`src/rtl/core/rcpl_pkg.sv`:
```
// shared types and constants of the rc pulse light controller
package rcpl_pkg;

  localparam int unsigned NumChannelsDefault = 2;

  localparam int unsigned TickW = 16;
  localparam int unsigned PosW  = 8;
  localparam int unsigned DutyW = 10;
  localparam int unsigned HoldW = 11;
  localparam int unsigned AddrW = 5;
  localparam int unsigned DataW = 32;

  localparam logic [TickW-1:0] WidthMin = 16'd4000;
  localparam logic [TickW-1:0] WidthMax = 16'd8000;

  localparam logic [PosW-1:0]  PosNone      = 8'hFF;
  localparam logic [PosW-1:0]  NeutralReset = 8'd125;
  localparam logic [DutyW-1:0] DutyFull     = 10'h3FF;
  localparam logic [DutyW-1:0] DutyInit     = 10'd256;

  localparam logic [TickW-1:0] PeriodReset  = 16'd4000;
  localparam logic [HoldW-1:0] HoldReset    = 11'd1000;
  localparam logic [PosW-1:0]  OnBelowReset = 8'd100;
  localparam logic [PosW-1:0]  OffAboveReset = 8'd150;
  localparam logic [PosW-1:0]  BrakeReset   = 8'd23;
  localparam logic [PosW-1:0]  ReleaseReset = 8'd5;
  localparam logic [DutyW-1:0] TailReset    = 10'd256;

  typedef enum logic [2:0] {
    RegControlPeriod,
    RegButtonHold,
    RegLightOnBelow,
    RegLightOffAbove,
    RegBrakeMargin,
    RegReleaseMargin,
    RegTailDuty
  } reg_idx_e;

  typedef struct packed {
    logic [TickW-1:0] control_period;
    logic [HoldW-1:0] button_hold_steps;
    logic [PosW-1:0]  light_on_below;
    logic [PosW-1:0]  light_off_above;
    logic [PosW-1:0]  brake_margin;
    logic [PosW-1:0]  release_margin;
    logic [DutyW-1:0] tail_duty;
  } cfg_t;

endpackage

```
`src/rtl/core/rcpl_pulse_decoder.sv`:
```
// one rc channel: edge capture and pulse width to position conversion
module rcpl_pulse_decoder (
  input  logic                       clk_i,
  input  logic                       rst_ni,
  input  logic                       en_i,
  input  logic                       level_i,
  input  logic [rcpl_pkg::TickW-1:0] tick_i,
  output logic [rcpl_pkg::PosW-1:0]  pos_d_o,
  output logic [rcpl_pkg::PosW-1:0]  pos_q_o
);
  import rcpl_pkg::*;

  logic             level_q;
  logic [TickW-1:0] rise_q, rise_d;
  logic [PosW-1:0]  pos_q, pos_d;
  logic [TickW-1:0] width;
  logic [TickW-1:0] width_clamped;
  logic [TickW-1:0] width_offset;

  assign width = tick_i - rise_q;

  always_comb begin
    if (width < WidthMin) begin
      width_clamped = WidthMin;
    end else if (width > WidthMax) begin
      width_clamped = WidthMax;
    end else begin
      width_clamped = width;
    end
  end

  // offset is at most 4000, so the position tops out at 250
  assign width_offset = width_clamped - WidthMin;

  always_comb begin
    rise_d = rise_q;
    pos_d  = pos_q;
    if (level_i && !level_q) begin
      rise_d = tick_i;
    end else if (!level_i && level_q) begin
      pos_d = width_offset[PosW+3:4];
    end
  end

  always_ff @(posedge clk_i or negedge rst_ni) begin
    if (!rst_ni) begin
      level_q <= 1'b0;
      rise_q  <= '0;
      pos_q   <= PosNone;
    end else if (en_i) begin
      level_q <= level_i;
      rise_q  <= rise_d;
      pos_q   <= pos_d;
    end
  end

  assign pos_d_o = pos_d;
  assign pos_q_o = pos_q;

endmodule

```
`src/rtl/core/rc_pulse_light_controller_core.sv`:
```
// top level of the rc pulse light controller
//
// Each input item is one tick of the 4 MHz pulse timer carrying the switch
// channel, throttle channel and button pin levels. Every accepted item
// produces exactly one result item: front light, rear duty, both channel
// positions, the neutral position and a capture strobe.
// Both channels use valid/ready. The whole tick is evaluated combinationally
// from the state registers into the result register; the result shows in
// the next cycle, and a new item is taken every cycle while no stall holds.
// The result register is the only buffer: while the receiver stalls with a
// result pending, in_ready_o drops and the tick state holds.
// Pulse widths are measured as tick differences, clamped to 4000..8000 ticks
// and turned into positions 0..250; 255 means no pulse seen yet. Outputs
// stay dark until a first throttle pulse arrives.
// Reset loads the register defaults, clears the timers and sets neutral to
// 125; nothing sweeps after reset. The APB port is always ready and should
// only be written while no item is in flight.
module rc_pulse_light_controller_core #(
  parameter int unsigned NumChannels = rcpl_pkg::NumChannelsDefault
) (
  input  logic                       clk_i,
  input  logic                       rst_ni,

  input  logic                       in_valid_i,
  output logic                       in_ready_o,
  input  logic                       switch_level_i,
  input  logic                       throttle_level_i,
  input  logic                       button_level_i,

  output logic                       out_valid_o,
  input  logic                       out_ready_i,
  output logic                       front_light_o,
  output logic [rcpl_pkg::DutyW-1:0] rear_duty_o,
  output logic [rcpl_pkg::PosW-1:0]  switch_position_o,
  output logic [rcpl_pkg::PosW-1:0]  throttle_position_o,
  output logic [rcpl_pkg::PosW-1:0]  neutral_position_o,
  output logic                       neutral_captured_o,

  input  logic                       psel,
  input  logic                       penable,
  input  logic                       pwrite,
  input  logic [rcpl_pkg::AddrW-1:0] paddr,
  input  logic [rcpl_pkg::DataW-1:0] pwdata,
  output logic [rcpl_pkg::DataW-1:0] prdata,
  output logic                       pready
);
  import rcpl_pkg::*;

  // configuration registers
  cfg_t     cfg_q;
  reg_idx_e reg_idx;
  logic     cfg_we;

  assign pready  = 1'b1;
  assign cfg_we  = psel && penable && pwrite;
  assign reg_idx = reg_idx_e'(paddr[AddrW-1:2]);

  always_ff @(posedge clk_i or negedge rst_ni) begin
    if (!rst_ni) begin
      cfg_q.control_period    <= PeriodReset;
      cfg_q.button_hold_steps <= HoldReset;
      cfg_q.light_on_below    <= OnBelowReset;
      cfg_q.light_off_above   <= OffAboveReset;
      cfg_q.brake_margin      <= BrakeReset;
      cfg_q.release_margin    <= ReleaseReset;
      cfg_q.tail_duty         <= TailReset;
    end else if (cfg_we) begin
      unique case (reg_idx)
        RegControlPeriod: cfg_q.control_period    <= pwdata[TickW-1:0];
        RegButtonHold:    cfg_q.button_hold_steps <= pwdata[HoldW-1:0];
        RegLightOnBelow:  cfg_q.light_on_below    <= pwdata[PosW-1:0];
        RegLightOffAbove: cfg_q.light_off_above   <= pwdata[PosW-1:0];
        RegBrakeMargin:   cfg_q.brake_margin      <= pwdata[PosW-1:0];
        RegReleaseMargin: cfg_q.release_margin    <= pwdata[PosW-1:0];
        RegTailDuty:      cfg_q.tail_duty         <= pwdata[DutyW-1:0];
        default: ;
      endcase
    end
  end

  always_comb begin
    unique case (reg_idx)
      RegControlPeriod: prdata = DataW'(cfg_q.control_period);
      RegButtonHold:    prdata = DataW'(cfg_q.button_hold_steps);
      RegLightOnBelow:  prdata = DataW'(cfg_q.light_on_below);
      RegLightOffAbove: prdata = DataW'(cfg_q.light_off_above);
      RegBrakeMargin:   prdata = DataW'(cfg_q.brake_margin);
      RegReleaseMargin: prdata = DataW'(cfg_q.release_margin);
      RegTailDuty:      prdata = DataW'(cfg_q.tail_duty);
      default:          prdata = '0;
    endcase
  end

  // handshake
  logic in_accept;
  logic out_valid_q;

  assign in_ready_o = !out_valid_q || out_ready_i;
  assign in_accept  = in_valid_i && in_ready_o;

  // tick counter and channel decoders
  logic [TickW-1:0] tick_q;
  logic [PosW-1:0]  pos_d [NumChannels];
  logic [PosW-1:0]  pos_q [NumChannels];
  logic [PosW-1:0]  sw_pos;
  logic [PosW-1:0]  th_pos;

  always_ff @(posedge clk_i or negedge rst_ni) begin
    if (!rst_ni) begin
      tick_q <= '0;
    end else if (in_accept) begin
      tick_q <= tick_q + 16'd1;
    end
  end

  for (genvar c = 0; c < NumChannels; c++) begin : g_chan
    logic level;
    if (c == 0) begin : g_sw
      assign level = switch_level_i;
    end else if (c == 1) begin : g_th
      assign level = throttle_level_i;
    end else begin : g_idle
      assign level = 1'b0;
    end

    rcpl_pulse_decoder u_dec (
      .clk_i   (clk_i),
      .rst_ni  (rst_ni),
      .en_i    (in_accept),
      .level_i (level),
      .tick_i  (tick_q),
      .pos_d_o (pos_d[c]),
      .pos_q_o (pos_q[c])
    );
  end

  assign sw_pos = pos_d[0];
  if (NumChannels >= 2) begin : g_th_pos
    assign th_pos = pos_d[1];
  end else begin : g_th_none
    assign th_pos = PosNone;
  end

  // control state
  logic             active_q, active_d;
  logic             lights_q, lights_d;
  logic [DutyW-1:0] duty_q, duty_d;
  logic [HoldW-1:0] hold_q, hold_d;
  logic [TickW-1:0] period_q, period_d;
  logic [PosW-1:0]  neutral_q, neutral_d;
  logic             captured;

  logic             activating;
  logic [TickW-1:0] period_len;
  logic [TickW-1:0] period_inc;
  logic             step;
  logic             lights_base;
  logic signed [PosW+1:0] th_s;
  logic signed [PosW+1:0] brake_lvl;
  logic signed [PosW+1:0] release_lvl;

  assign activating = !active_q && (th_pos != PosNone);
  assign active_d   = active_q || activating;
  assign period_len = (cfg_q.control_period == '0) ? 16'd1 : cfg_q.control_period;
  assign period_inc = (activating ? '0 : period_q) + 16'd1;
  assign step       = active_d && (period_inc >= period_len);

  assign th_s        = $signed({2'b00, th_pos});
  assign brake_lvl   = $signed({2'b00, neutral_d}) - $signed({2'b00, cfg_q.brake_margin});
  assign release_lvl = $signed({2'b00, neutral_d}) - $signed({2'b00, cfg_q.release_margin});
  assign lights_base = activating ? 1'b1 : lights_q;

  always_comb begin
    hold_d    = hold_q;
    neutral_d = neutral_q;
    captured  = 1'b0;
    period_d  = period_q;
    lights_d  = lights_base;
    duty_d    = activating ? DutyInit : duty_q;

    if (active_d) begin
      period_d = step ? '0 : period_inc;
    end

    if (step) begin
      // button is active low
      if (!button_level_i) begin
        if (hold_q >= cfg_q.button_hold_steps) begin
          neutral_d = th_pos;
          captured  = 1'b1;
          hold_d    = '0;
        end else begin
          hold_d = hold_q + 11'd1;
        end
      end else begin
        hold_d = '0;
      end

      if (sw_pos < cfg_q.light_on_below) begin
        lights_d = 1'b1;
      end else if (sw_pos > cfg_q.light_off_above) begin
        lights_d = 1'b0;
      end

      // between the two levels the duty holds
      if (th_s < brake_lvl) begin
        duty_d = DutyFull;
      end else if (th_s >= release_lvl) begin
        duty_d = lights_d ? cfg_q.tail_duty : '0;
      end
    end
  end

  always_ff @(posedge clk_i or negedge rst_ni) begin
    if (!rst_ni) begin
      active_q  <= 1'b0;
      lights_q  <= 1'b0;
      duty_q    <= DutyInit;
      hold_q    <= '0;
      period_q  <= '0;
      neutral_q <= NeutralReset;
    end else if (in_accept) begin
      active_q  <= active_d;
      lights_q  <= lights_d;
      duty_q    <= duty_d;
      hold_q    <= hold_d;
      period_q  <= period_d;
      neutral_q <= neutral_d;
    end
  end

  // result register
  logic             front_q;
  logic [DutyW-1:0] rear_q;
  logic [PosW-1:0]  sw_out_q;
  logic [PosW-1:0]  th_out_q;
  logic [PosW-1:0]  neutral_out_q;
  logic             captured_q;

  always_ff @(posedge clk_i or negedge rst_ni) begin
    if (!rst_ni) begin
      out_valid_q <= 1'b0;
    end else if (in_ready_o) begin
      out_valid_q <= in_valid_i;
    end
  end

  always_ff @(posedge clk_i) begin
    if (in_accept) begin
      front_q       <= active_d && lights_d;
      rear_q        <= active_d ? duty_d : '0;
      sw_out_q      <= sw_pos;
      th_out_q      <= th_pos;
      neutral_out_q <= neutral_d;
      captured_q    <= captured;
    end
  end

  assign out_valid_o         = out_valid_q;
  assign front_light_o       = front_q;
  assign rear_duty_o         = rear_q;
  assign switch_position_o   = sw_out_q;
  assign throttle_position_o = th_out_q;
  assign neutral_position_o  = neutral_out_q;
  assign neutral_captured_o  = captured_q;

`ifndef SYNTHESIS
  // once a throttle pulse was seen the block stays active
  a_active_sticky: assert property (@(posedge clk_i) disable iff (!rst_ni)
    active_q |=> active_q)
    else $error("active dropped");

  // the period counter only runs while active
  a_period_idle: assert property (@(posedge clk_i) disable iff (!rst_ni)
    !active_q |-> period_q == '0)
    else $error("period counter moved while idle");

  // the state must not advance while a result is stuck at the output
  a_hold_on_stall: assert property (@(posedge clk_i) disable iff (!rst_ni)
    out_valid_q && !out_ready_i |=> $stable(tick_q) && $stable(pos_q[0]))
    else $error("state advanced under stall");
`endif

endmodule
```
`config.mk`:
```
export PLATFORM = sky130hd
export DESIGN_NAME = rc_pulse_light_controller_core
export DESIGN_NICKNAME = d
export VERILOG_FILES = /design/src/rtl/core/rcpl_pkg.sv /design/src/rtl/core/rcpl_pulse_decoder.sv /design/src/rtl/core/rc_pulse_light_controller_core.sv
export SDC_FILE = /design/constraint.sdc
export NUM_CORES = 1
export LEC_CHECK = 0
export BUFFER_PORTS_ARGS = -buffer_cell sky130_fd_sc_hd__buf_2
export CAP_MARGIN = 30
export CORE_MARGIN = 1
export CORE_UTILIZATION = 58
export CTS_CLUSTER_SIZE = 20
export DETAILED_ROUTE_END_ITERATION = 10
export GPL_TIMING_DRIVEN = 1
export PLACE_DENSITY = 0.78
export SYNTH_ARGS = -nofsm -noshare
export SYNTH_HDL_FRONTEND = slang
export SYNTH_SLANG_ARGS = --single-unit
export TNS_END_PERCENT = 10
```
`constraint.sdc`:
```
create_clock -name clk_i -period 24.8 [get_ports clk_i]
set_input_delay 1.24 -clock clk_i [delete_from_list [all_inputs] [get_ports clk_i]]
set_output_delay 1.24 -clock clk_i [all_outputs]
set_load 0.05 [all_outputs]
```
==> impl_metrics.env, run 1 <==
export IMPL_critPathRequiredTime_ns=25.17
export IMPL_holdWs_ns=0.458
export IMPL_hold_viol=0
export IMPL_cts_sinks=219
export IMPL_cts_resized_gates=0
export IMPL_track_usage_pct=27.7
export IMPL_grt_pass1_vias=11200
export IMPL_worst_pin_slew_ns=0.877
export IMPL_first_iter_violations=825
export IMPL_synth_area_top_cells="dfrtp_1, ha_1, dfstp_2"
export IMPL_io_pins=118
export IMPL_yosys_area_share_xor_xnor_pct=3.92
export IMPL_cp_common_cell="ha_1"
export IMPL_holdBufCountCts=0
export IMPL_totalWireLength_mm=35.2
export IMPL_place_gp_congestion=0.906
export IMPL_critPathLaunch="tick_q[0]"
export IMPL_final_antenna_net_count=0
export IMPL_worstSkewPairLatency_ns=0.53
export IMPL_crit_slowest_cell="a311oi_1"
export IMPL_syn_avg_cell_area_um2=9.34
export IMPL_synth_distinct_cells=100
export IMPL_cts_setup_buffers=0
export IMPL_core_area_um2=24500
export IMPL_numCtsBuffers=25
export IMPL_rsz0062_at_grt="false"
export IMPL_p_per_area_nw_per_um2=111
export IMPL_synth_seq_area_share_pct=39.4
export IMPL_period_share_pct=53.3
export IMPL_min_from="g_chan[1].u_dec.pos_q_o[3]"
export IMPL_synth_ff_type="dfrtp_1"
export IMPL_maxCapViolations=0
export IMPL_synthMuxAreaShare_pct=6.04
export IMPL_yosysTopAreaCell="dfrtp_1"
export IMPL_synth_seq_cells=219
export IMPL_dr_pass1_iters=6
export IMPL_leakage_nw=7.45
export IMPL_yosys_warnings=0
export IMPL_synth_compound_area_share_pct=19.2
export IMPL_finalSetupTns_ns=0
export IMPL_critPathTopFamily="compound AO/OA/AOI/OAI gates"
export IMPL_worst_path_largest_cell_delay_ns=0.67
export IMPL_clockRootBuffer="clkbuf_16"
export IMPL_nets=1777
export IMPL_route_detailed_drc=0
export IMPL_finalSetupViolCount=0
export IMPL_start_util_pct=59.4
export IMPL_status="finished clean"
export IMPL_area_growth_pct=10.0
export IMPL_hpwl_mm=25.7
export IMPL_yosysTopAreaCellShare_pct=23.1
export IMPL_fp_dieW_um=160
export IMPL_peakVddDrop_mv=0.0628
export IMPL_grt_pass1_wl_mm=57.3
export IMPL_async_flop_share_pct=83.6
export IMPL_cp_arrival_ns=13.58
export IMPL_grt_antenna_before_repair=0
export IMPL_rows=57
export IMPL_layout_common_cells="nand2_1, inv_1, dfrtp_1, o21ai_0, ha_1"
export IMPL_fp_dieH_um=160
export IMPL_max_freq_mhz=75.7
export IMPL_yosys_area_share_simple_pct=15.2
export IMPL_critical_path_buf_inv_count=3
export IMPL_slew_violations=0
export IMPL_fillCellCount=1963
export IMPL_startpoint_type="flip-flop"
export IMPL_synth_top_family_by_area="compound AO/OA/AOI/OAI gates"
export IMPL_hold_path_class="reg -> reg"
export IMPL_critPathKind="reg -> reg"
export IMPL_synth_cells=1556
export IMPL_slew_headroom_pct=41.3
export IMPL_r2r_start="tick_q[0]"
export IMPL_synthAdderAreaFrac_pct=9.85
export IMPL_die_area_um2=25700
export IMPL_drive_above_1_share_pct=17.0
export IMPL_cts_tree="done"
export IMPL_period_needed_ns=13.21
export IMPL_fin_skew_ns=0.0149
export IMPL_viasPerCell=5.96
export IMPL_synth_edf_count=36
export IMPL_cts_max_path_buffers=3
export IMPL_end_kind="flip-flop"
export IMPL_cts_htree_levels=1
export IMPL_clk_pin_slew_ns=0.06
export IMPL_synth_area_um2=14500
export IMPL_portBuffers=82
export IMPL_vias=11700
export IMPL_grt_max_degree=76
export IMPL_antenna_cells=0
export IMPL_final_common_cell="nand2_1"
export IMPL_wl_per_cell_um=17.9
export IMPL_path_max_fanout=23
export IMPL_globalRouteOverflowTotal=0
synth_stat cells (7+ instances only):
cell type and n:
a21o_1 22, a21oi_1 64, a22o_1 9, a22oi_1 14
a31o_2 9, and2_1 11, and3_1 23, buf_4 19
clkbuf_1 48, dfrtp_1 134, dfstp_2 49, edfxtp_1 36
ha_1 108, inv_1 137, mux2_1 16, mux2_2 51
mux2i_1 10, nand2_1 180, nand2b_1 28, nand3_1 43
nand4_1 8, nor2_1 79, nor2b_1 23, nor3_1 18
nor4_1 7, o211ai_1 13, o21a_1 18, o21ai_0 131
o221ai_1 15, o2bb2ai_1 10, o311ai_1 8, o31ai_1 11
xnor2_1 41, xor2_1 24
sequential cells by signal, summed over array words and instances (netlist names), 2 cells and up:
register              cells
cfg_q                    69
g_chan.u_dec.rise_q      32
g_chan.u_dec.pos_q_o     16
period_q                 16
tick_q                   16
hold_q                   11
duty_q                   10
rear_duty_o              10
neutral_position_o        8
neutral_q                 8
switch_position_o         8
throttle_position_o       8
g_chan.u_dec.level_q      2
power breakdown:
group / total (mW) / switching, mW / leakage [nW] / internal (mW)
registers: 0.498 / 0.0489 / 2.57 / 0.449
logic: 0.920 / 0.566 / 4.50 / 0.354
clock network: 0.362 / 0.148 / 0.379 / 0.213
total: 1.78 / 0.763 / 7.45 / 1.02
per-layer routing:
| layer | track usage [%] | up-vias | wire (um) |
|---|---|---|---|
| met5 | 0 | - | 0 |
| met4 | 8.53 | 0 | 1120 |
| met3 | 5.35 | 73 | 2550 |
| met2 | 44.0 | 383 | 15800 |
| met1 | 38.4 | 5598 | 15700 |
| li1 | - | 5631 | - |
worst paths after layout:
| check | slack (ns) | cells past startpoint | to |
|---|---|---|---|
| max | 11.59 | 51 | duty_q[5] |
| min | 0.46 | 2 | g_chan[1].u_dec.pos_q_o[3] |
| max reg2reg | 11.59 | 51 | duty_q[5] |
| min reg2reg | 0.46 | 2 | g_chan[1].u_dec.pos_q_o[3] |
| max in group asynchronous | 23.30 | 3 | cfg_q[33] |
| min in group asynchronous | 0.59 | 1 | g_chan[0].u_dec.rise_q[10] |
worst reg2reg max path, delay by kind of cell (launching register included):
| family | cells | cell delay, ns |
|---|---|---|
| compound gates | 20 | 4.80 |
| xor+xnor | 2 | 0.22 |
| fa+ha+maj | 7 | 2.14 |
| buf+inv | 3 | 0.56 |
| flops | 1 | 0.40 |
| mux | 1 | 0.45 |
| simple gates | 18 | 4.47 |
area by class of cell:
type	count	area [um2]	share of cell area, %
Clock buffer	36	687	4.30
Tap cell	324	405	2.54
Multi-Input combinational cell	1134	7950	49.7
Sequential cell	219	5720	35.8
Timing Repair Buffer	100	589	3.69
Clock inverter	10	109	0.681
Inverter	138	518	3.24
through the flow:
stage / power [mW] / instance area [um2] / cells / utilization (%) / setup WS (ns)
final: 1.78 / 16000 / 1961 / 65.3 / 11.59
after global routing: 1.91 / 16000 / 1961 / 65.3 / 10.48
after CTS: 1.78 / 15900 / 1959 / 65.1 / 11.75
after detailed placement: 1.41 / 15100 / 1913 / 61.8 / 11.86
after global placement: 1.38 / 15100 / 1912 / 61.8 / 12.05
after floorplan: 1.21 / 14600 / 1571 / - / 13.43
cells by family after synthesis:
group / count (synthesis)
AO/OA/AOI/OAI: 407
XOR/XNOR: 65
adder cells (fa/ha/maj): 112
buffers and inverters: 218
flip-flops: 219
multiplexers: 78
other: 2
AND/OR/NAND/NOR: 455
No activity file was read; power rests on OpenSTA's default activity.
==> run 2, diff against run 1 <==
- clock period: 24.8 -> 13.54 ns (I/O delays scaled with it)
==> run 2 against run 1 <==
  * Maximum frequency up 4.8%
  * First-iteration DRC count up 5.2%
  * Highest routed layer is now met5
  * Cell area down 0.31%
==> impl_metrics.env, run 2 (synthesis gave the netlist of run 1 again) <==
export IMPL_status="finished clean"
export IMPL_grt_pass1_vias=11600
export IMPL_place_ws_ns=1.02
export IMPL_route_detailed_drc=0
export IMPL_wl_per_cell_um=18.2
export IMPL_totalWireLength_mm=35.7
export IMPL_finalSetupTns_ns=0
export IMPL_hold_path_class="in -> async"
export IMPL_clk_pin_slew_ns=0.06
export IMPL_fp_dieW_um=160
export IMPL_critPathRequiredTime_ns=13.95
export IMPL_p_per_area_nw_per_um2=205
export IMPL_finalSetupViolCount=0
export IMPL_r2r_setup_slack_ns=0.93
export IMPL_final_antenna_net_count=0
export IMPL_io_pins=118
export IMPL_drive_above_1_share_pct=17.0
export IMPL_largest_register_ff_count=69
export IMPL_regMostFlops="cfg_q"
export IMPL_hold_viol=0
export IMPL_grt_max_degree=72
export IMPL_fin_skew_ns=0.0333
export IMPL_start_util_pct=59.4
export IMPL_period_share_pct=93.1
export IMPL_vias=11800
export IMPL_peakVddDrop_mv=0.127
export IMPL_hpwl_mm=26.0
export IMPL_dr_pass1_iters=5
export IMPL_worst_r2r_cell_count=51
export IMPL_cts_htree_levels=1
export IMPL_critPathKind="reg -> reg"
export IMPL_clockRootBuffer="clkbuf_16"
export IMPL_antenna_cells=0
export IMPL_cp_common_cell="ha_1"
export IMPL_cts_tree="done"
export IMPL_viasPerCell=6.03
export IMPL_fin_ws_ns=0.930
export IMPL_cts_sinks=219
export IMPL_place_gp_congestion=0.892
export IMPL_slew_violations=0
export IMPL_startpoint_type="flip-flop"
export IMPL_worst_pin_slew_ns=0.927
export IMPL_first_iter_violations=868
export IMPL_cp_arrival_ns=13.02
export IMPL_track_usage_pct=28.4
export IMPL_end_kind="flip-flop"
export IMPL_crit_slowest_cell="a2111oi_0"
export IMPL_holdBufCountCts=0
export IMPL_slew_headroom_pct=38.0
export IMPL_cts_max_path_buffers=3
export IMPL_layout_common_cells="nand2_1, inv_1, dfrtp_1, o21ai_0, ha_1"
export IMPL_numCtsBuffers=25
export IMPL_worst_path_largest_cell_delay_ns=0.49
export IMPL_maxCapViolations=0
export IMPL_leakage_nw=7.44
export IMPL_rsz0062_at_grt="false"
export IMPL_path_max_fanout=11
export IMPL_rows=57
export IMPL_portBuffers=82
export IMPL_reg_largest_list="cfg_q (69), g_chan.u_dec.rise_q (32)"
export IMPL_area_growth_pct=9.65
export IMPL_grt_pass1_wl_mm=58.9
export IMPL_globalRouteOverflowTotal=0
export IMPL_core_area_um2=24500
export IMPL_r2r_start="tick_q[0]"
export IMPL_fp_dieH_um=160
export IMPL_period_needed_ns=12.61
export IMPL_final_common_cell="nand2_1"
export IMPL_die_area_um2=25700
export IMPL_worstSkewPairLatency_ns=0.56
export IMPL_r2r_end="duty_q[9]"
export IMPL_grt_antenna_before_repair=1
export IMPL_nets=1777
export IMPL_max_freq_mhz=79.3
-- run 2: changes by cell type in the layout (fill, tap and decap cells not counted), sizes merged --
cell	before	now
bufinv	2	1
clkinv	6	7
clkinvlp	2	1
inv	138	139
-- run 2: report_power, final --
| group | internal (mW) | leakage, nW | switching (mW) |
|---|---|---|---|
| Clock | 0.374 | 0.376 | 0.284 |
| Sequential | 0.823 | 2.57 | 0.0912 |
| Combinational | 0.654 | 4.49 | 1.04 |
| Total | 1.85 | 7.44 | 1.42 |
-- run 2: worst max path at each step --
| stage | startpoint | to | cells after the start |
|---|---|---|---|
| after floorplan | tick_q[0] | rear_duty_o[7] | 53 |
| after global placement | tick_q[0] | rear_duty_o[7] | 48 |
| after detailed placement | tick_q[0] | duty_q[9] | 51 |
| after CTS | tick_q[0] | duty_q[9] | 51 |
| after global routing | tick_q[0] | duty_q[1] | 50 |
| final | tick_q[0] | duty_q[9] | 51 |
-- run 2: timing repair --
item,CTS,global route
endpoints found under the setup margin,0,5
hold endpoints to repair,0,0
setup buffers,0,0
resized for setup,0,0
-- run 2: worst max-delay path: cells and delay by family (launching register included) --
| kind | cells | cell delay [ns] |
|---|---|---|
| compound gates | 20 | 4.45 |
| xor+xnor | 2 | 0.23 |
| simple gates | 18 | 4.27 |
| flops | 1 | 0.40 |
| fa+ha+maj | 7 | 2.17 |
| mux | 1 | 0.45 |
| buf+inv | 3 | 0.51 |
-- run 2: through the flow --
stage               utilization (%)  hold slack [ns]  instances  instance area, um2  total power, mW
global route                   65.1            0.202       1961               15900             3.51
floorplan                         -            0.381       1571               14600             2.22
detailed placement             61.9            0.449       1915               15100             2.59
global placement               61.9            0.446       1913               15100             2.54
finish                         65.1            0.147       1961               15900             3.27
CTS                            65.1            0.161       1961               15900             3.26
-- run 2: cell type report --
type                            instances  area (um2)
Clock inverter                         10        95.1
Tap cell                              324         405
Sequential cell                       219        5720
Inverter                              138         518
Timing Repair Buffer                  100         553
Multi-Input combinational cell       1134        7950
Clock buffer                           36         687
Fill cell                            1969        8530
-- run 2: metal layers --
metal	up-vias	track usage (%)	share of wire [%]
met5	-	0	0.031
met1	5747	39.0	45
met4	2	8.66	2.5
met2	374	46.3	46
li1	5638	-	-
met3	71	4.18	6.8
==> run 3, diff against run 2 <==
- BUFFER_PORTS_ARGS: -buffer_cell sky130_fd_sc_hd__buf_2 -> default
- DONT_BUFFER_PORTS: default -> 1
- PLACE_DENSITY: 0.78 -> 0.74
==> run 3 against run 2 <==
  * Routed wire length about the same
  * Sequential share of layout area grew 0.46 points
  * Critical path type unchanged
  * Combinational power shrank 4%
  * Clock power up 7.0%
  * Global-route usage is 0.36 points lower
  * Cell area shrank 1.3%
  * Setup slack improved by 0.018 ns
  * Highest routed layer is now met4
  * Critical endpoint unchanged
  * Non-clock buffer count shrank 71
  * Maximum frequency grew 0.14%
  * Hold slack got worse by 0.030 ns
  * Register-to-register slack improved by 0.02 ns
  * Core utilization is 0.82 points lower
==> impl_metrics.env, run 3 (synthesis gave the netlist of run 1 again) <==
export IMPL_cts_sinks=219
export IMPL_portBuffers=0
export IMPL_cp_arrival_ns=13.02
export IMPL_peakVddDrop_mv=0.135
export IMPL_fillCellCount=1943
export IMPL_route_detailed_drc=0
export IMPL_slew_violations=0
export IMPL_fp_dieW_um=160
export IMPL_grt_pass1_wl_mm=57.5
export IMPL_io_pins=118
export IMPL_final_common_cell="nand2_1"
export IMPL_leakage_nw=7.22
export IMPL_worstSkewPairLatency_ns=0.57
export IMPL_finalSetupTns_ns=0
export IMPL_holdWs_ns=0.117
export IMPL_critical_path_buf_inv_count=3
export IMPL_startpoint_type="flip-flop"
export IMPL_use_met3_pct=4.73
export IMPL_area_growth_pct=8.28
export IMPL_max_freq_mhz=79.4
export IMPL_use_met2_pct=43.9
export IMPL_fin_skew_ns=0.0429
export IMPL_die_area_um2=25700
export IMPL_grt_pass1_vias=10900
export IMPL_clk_pin_slew_ns=0.06
export IMPL_critPathTopFamily="compound AO/OA/AOI/OAI gates"
export IMPL_end_kind="flip-flop"
export IMPL_core_area_um2=24500
export IMPL_finalSetupViolCount=0
export IMPL_period_share_pct=93.0
export IMPL_rows=57
export IMPL_hpwl_mm=24.9
export IMPL_hold_viol=0
export IMPL_wl_per_cell_um=18.9
export IMPL_grt_busiest_layer="met2"
export IMPL_viasPerCell=6.08
export IMPL_cts_htree_levels=1
export IMPL_slew_headroom_pct=38.8
export IMPL_r2r_end="duty_q[9]"
export IMPL_cts_resized_gates=0
export IMPL_hold_path_class="in -> async"
export IMPL_cts_tree="done"
export IMPL_r2r_setup_slack_ns=0.95
export IMPL_place_gp_congestion=0.889
export IMPL_track_usage_pct=28.0
export IMPL_reg_largest_list="cfg_q (69), g_chan.u_dec.rise_q (32)"
export IMPL_cts_max_path_buffers=3
export IMPL_worst_pin_slew_ns=0.916
export IMPL_start_util_pct=59.4
export IMPL_final_antenna_net_count=0
export IMPL_layout_common_cells="nand2_1, inv_1, dfrtp_1, o21ai_0, ha_1"
export IMPL_path_max_fanout=11
export IMPL_r2r_start="tick_q[0]"
export IMPL_critPathKind="reg -> reg"
export IMPL_totalWireLength_mm=35.7
export IMPL_grtUsageMet1_pct=39.4
export IMPL_crit_slowest_cell="a2111oi_0"
export IMPL_worst_path_largest_cell_delay_ns=0.58
export IMPL_clockRootBuffer="clkbuf_16"
export IMPL_fin_ws_ns=0.949
export IMPL_rsz0062_at_grt="false"
export IMPL_worst_r2r_cell_count=51
export IMPL_maxCapViolations=0
export IMPL_period_needed_ns=12.59
export IMPL_fp_dieH_um=160
export IMPL_first_iter_violations=828
export IMPL_critPathRequiredTime_ns=13.96
export IMPL_vias=11500
export IMPL_status="finished clean"
export IMPL_nets=1707
export IMPL_globalRouteOverflowTotal=0
export IMPL_grt_max_degree=149
export IMPL_p_per_area_nw_per_um2=210
export IMPL_cp_common_cell="ha_1"
export IMPL_regMostFlops="cfg_q"
export IMPL_dr_pass1_iters=5
export IMPL_largest_register_ff_count=69
export IMPL_numCtsBuffers=26
export IMPL_grt_antenna_before_repair=1
export IMPL_place_ws_ns=1.01
export IMPL_drive_above_1_share_pct=13.7
-- run 3: cell types whose count changed in the layout (fill, tap and decap cells not counted), sizes merged --
cell	previous run	this run
diode	0	3
clkinv	7	9
clkbuf	36	35
inv	139	140
buf	100	29
-- run 3: where the power goes --
| group | total, mW | switching, mW | internal (mW) |
|---|---|---|---|
| clock | 0.704 | 0.296 | 0.408 |
| combinational | 1.63 | 0.976 | 0.651 |
| sequential | 0.971 | 0.146 | 0.825 |
-- run 3: routing by layer --
metal / up-vias / routed length (um)
met5: - / 0
met4: 0 / 1100
met3: 81 / 2630
met2: 402 / 16000
met1: 5535 / 16000
li1: 5507 / -
-- run 3: repair_timing --
item | 4_1_cts | 5_1_grt
buffers inserted | 0 | 1
setup endpoints to repair | 0 | 16
hold buffers | 2 | 0
hold endpoints to repair | 148 | 0
-- run 3: layout make-up --
| type | count | area [um2] | share of cell area (%) |
|---|---|---|---|
| diodes | 3 | 7.51 | 0.0477 |
| clock buffers | 35 | 746 | 4.74 |
| clock inverters | 13 | 115 | 0.732 |
| inverters | 138 | 518 | 3.29 |
| multi-input cells | 1134 | 7950 | 50.5 |
| flip-flops and latches | 219 | 5720 | 36.4 |
| well taps | 324 | 405 | 2.58 |
| repair buffers | 29 | 267 | 1.69 |
-- run 3: stage by stage --
stage	cells	cell area [um2]	total power [mW]	utilization (%)
after global routing	1892	15700	3.55	64.3
final	1895	15700	3.30	64.3
after floorplan	1571	14600	2.22	-
after CTS	1891	15700	3.28	64.2
after global placement	1833	14700	2.50	60.2
after detailed placement	1841	14800	2.55	60.5
-- run 3: how the worst max path moves through the flow --
stage,start,end,slack [ns],cells after the start
finish,tick_q[0],duty_q[9],0.95,51
global route,tick_q[0],duty_q[1],0.01,50
CTS,tick_q[0],rear_duty_o[3],0.95,49
detailed placement,tick_q[0],rear_duty_o[3],1.01,49
floorplan,tick_q[0],rear_duty_o[7],2.17,53
global placement,tick_q[0],rear_duty_o[3],1.21,49
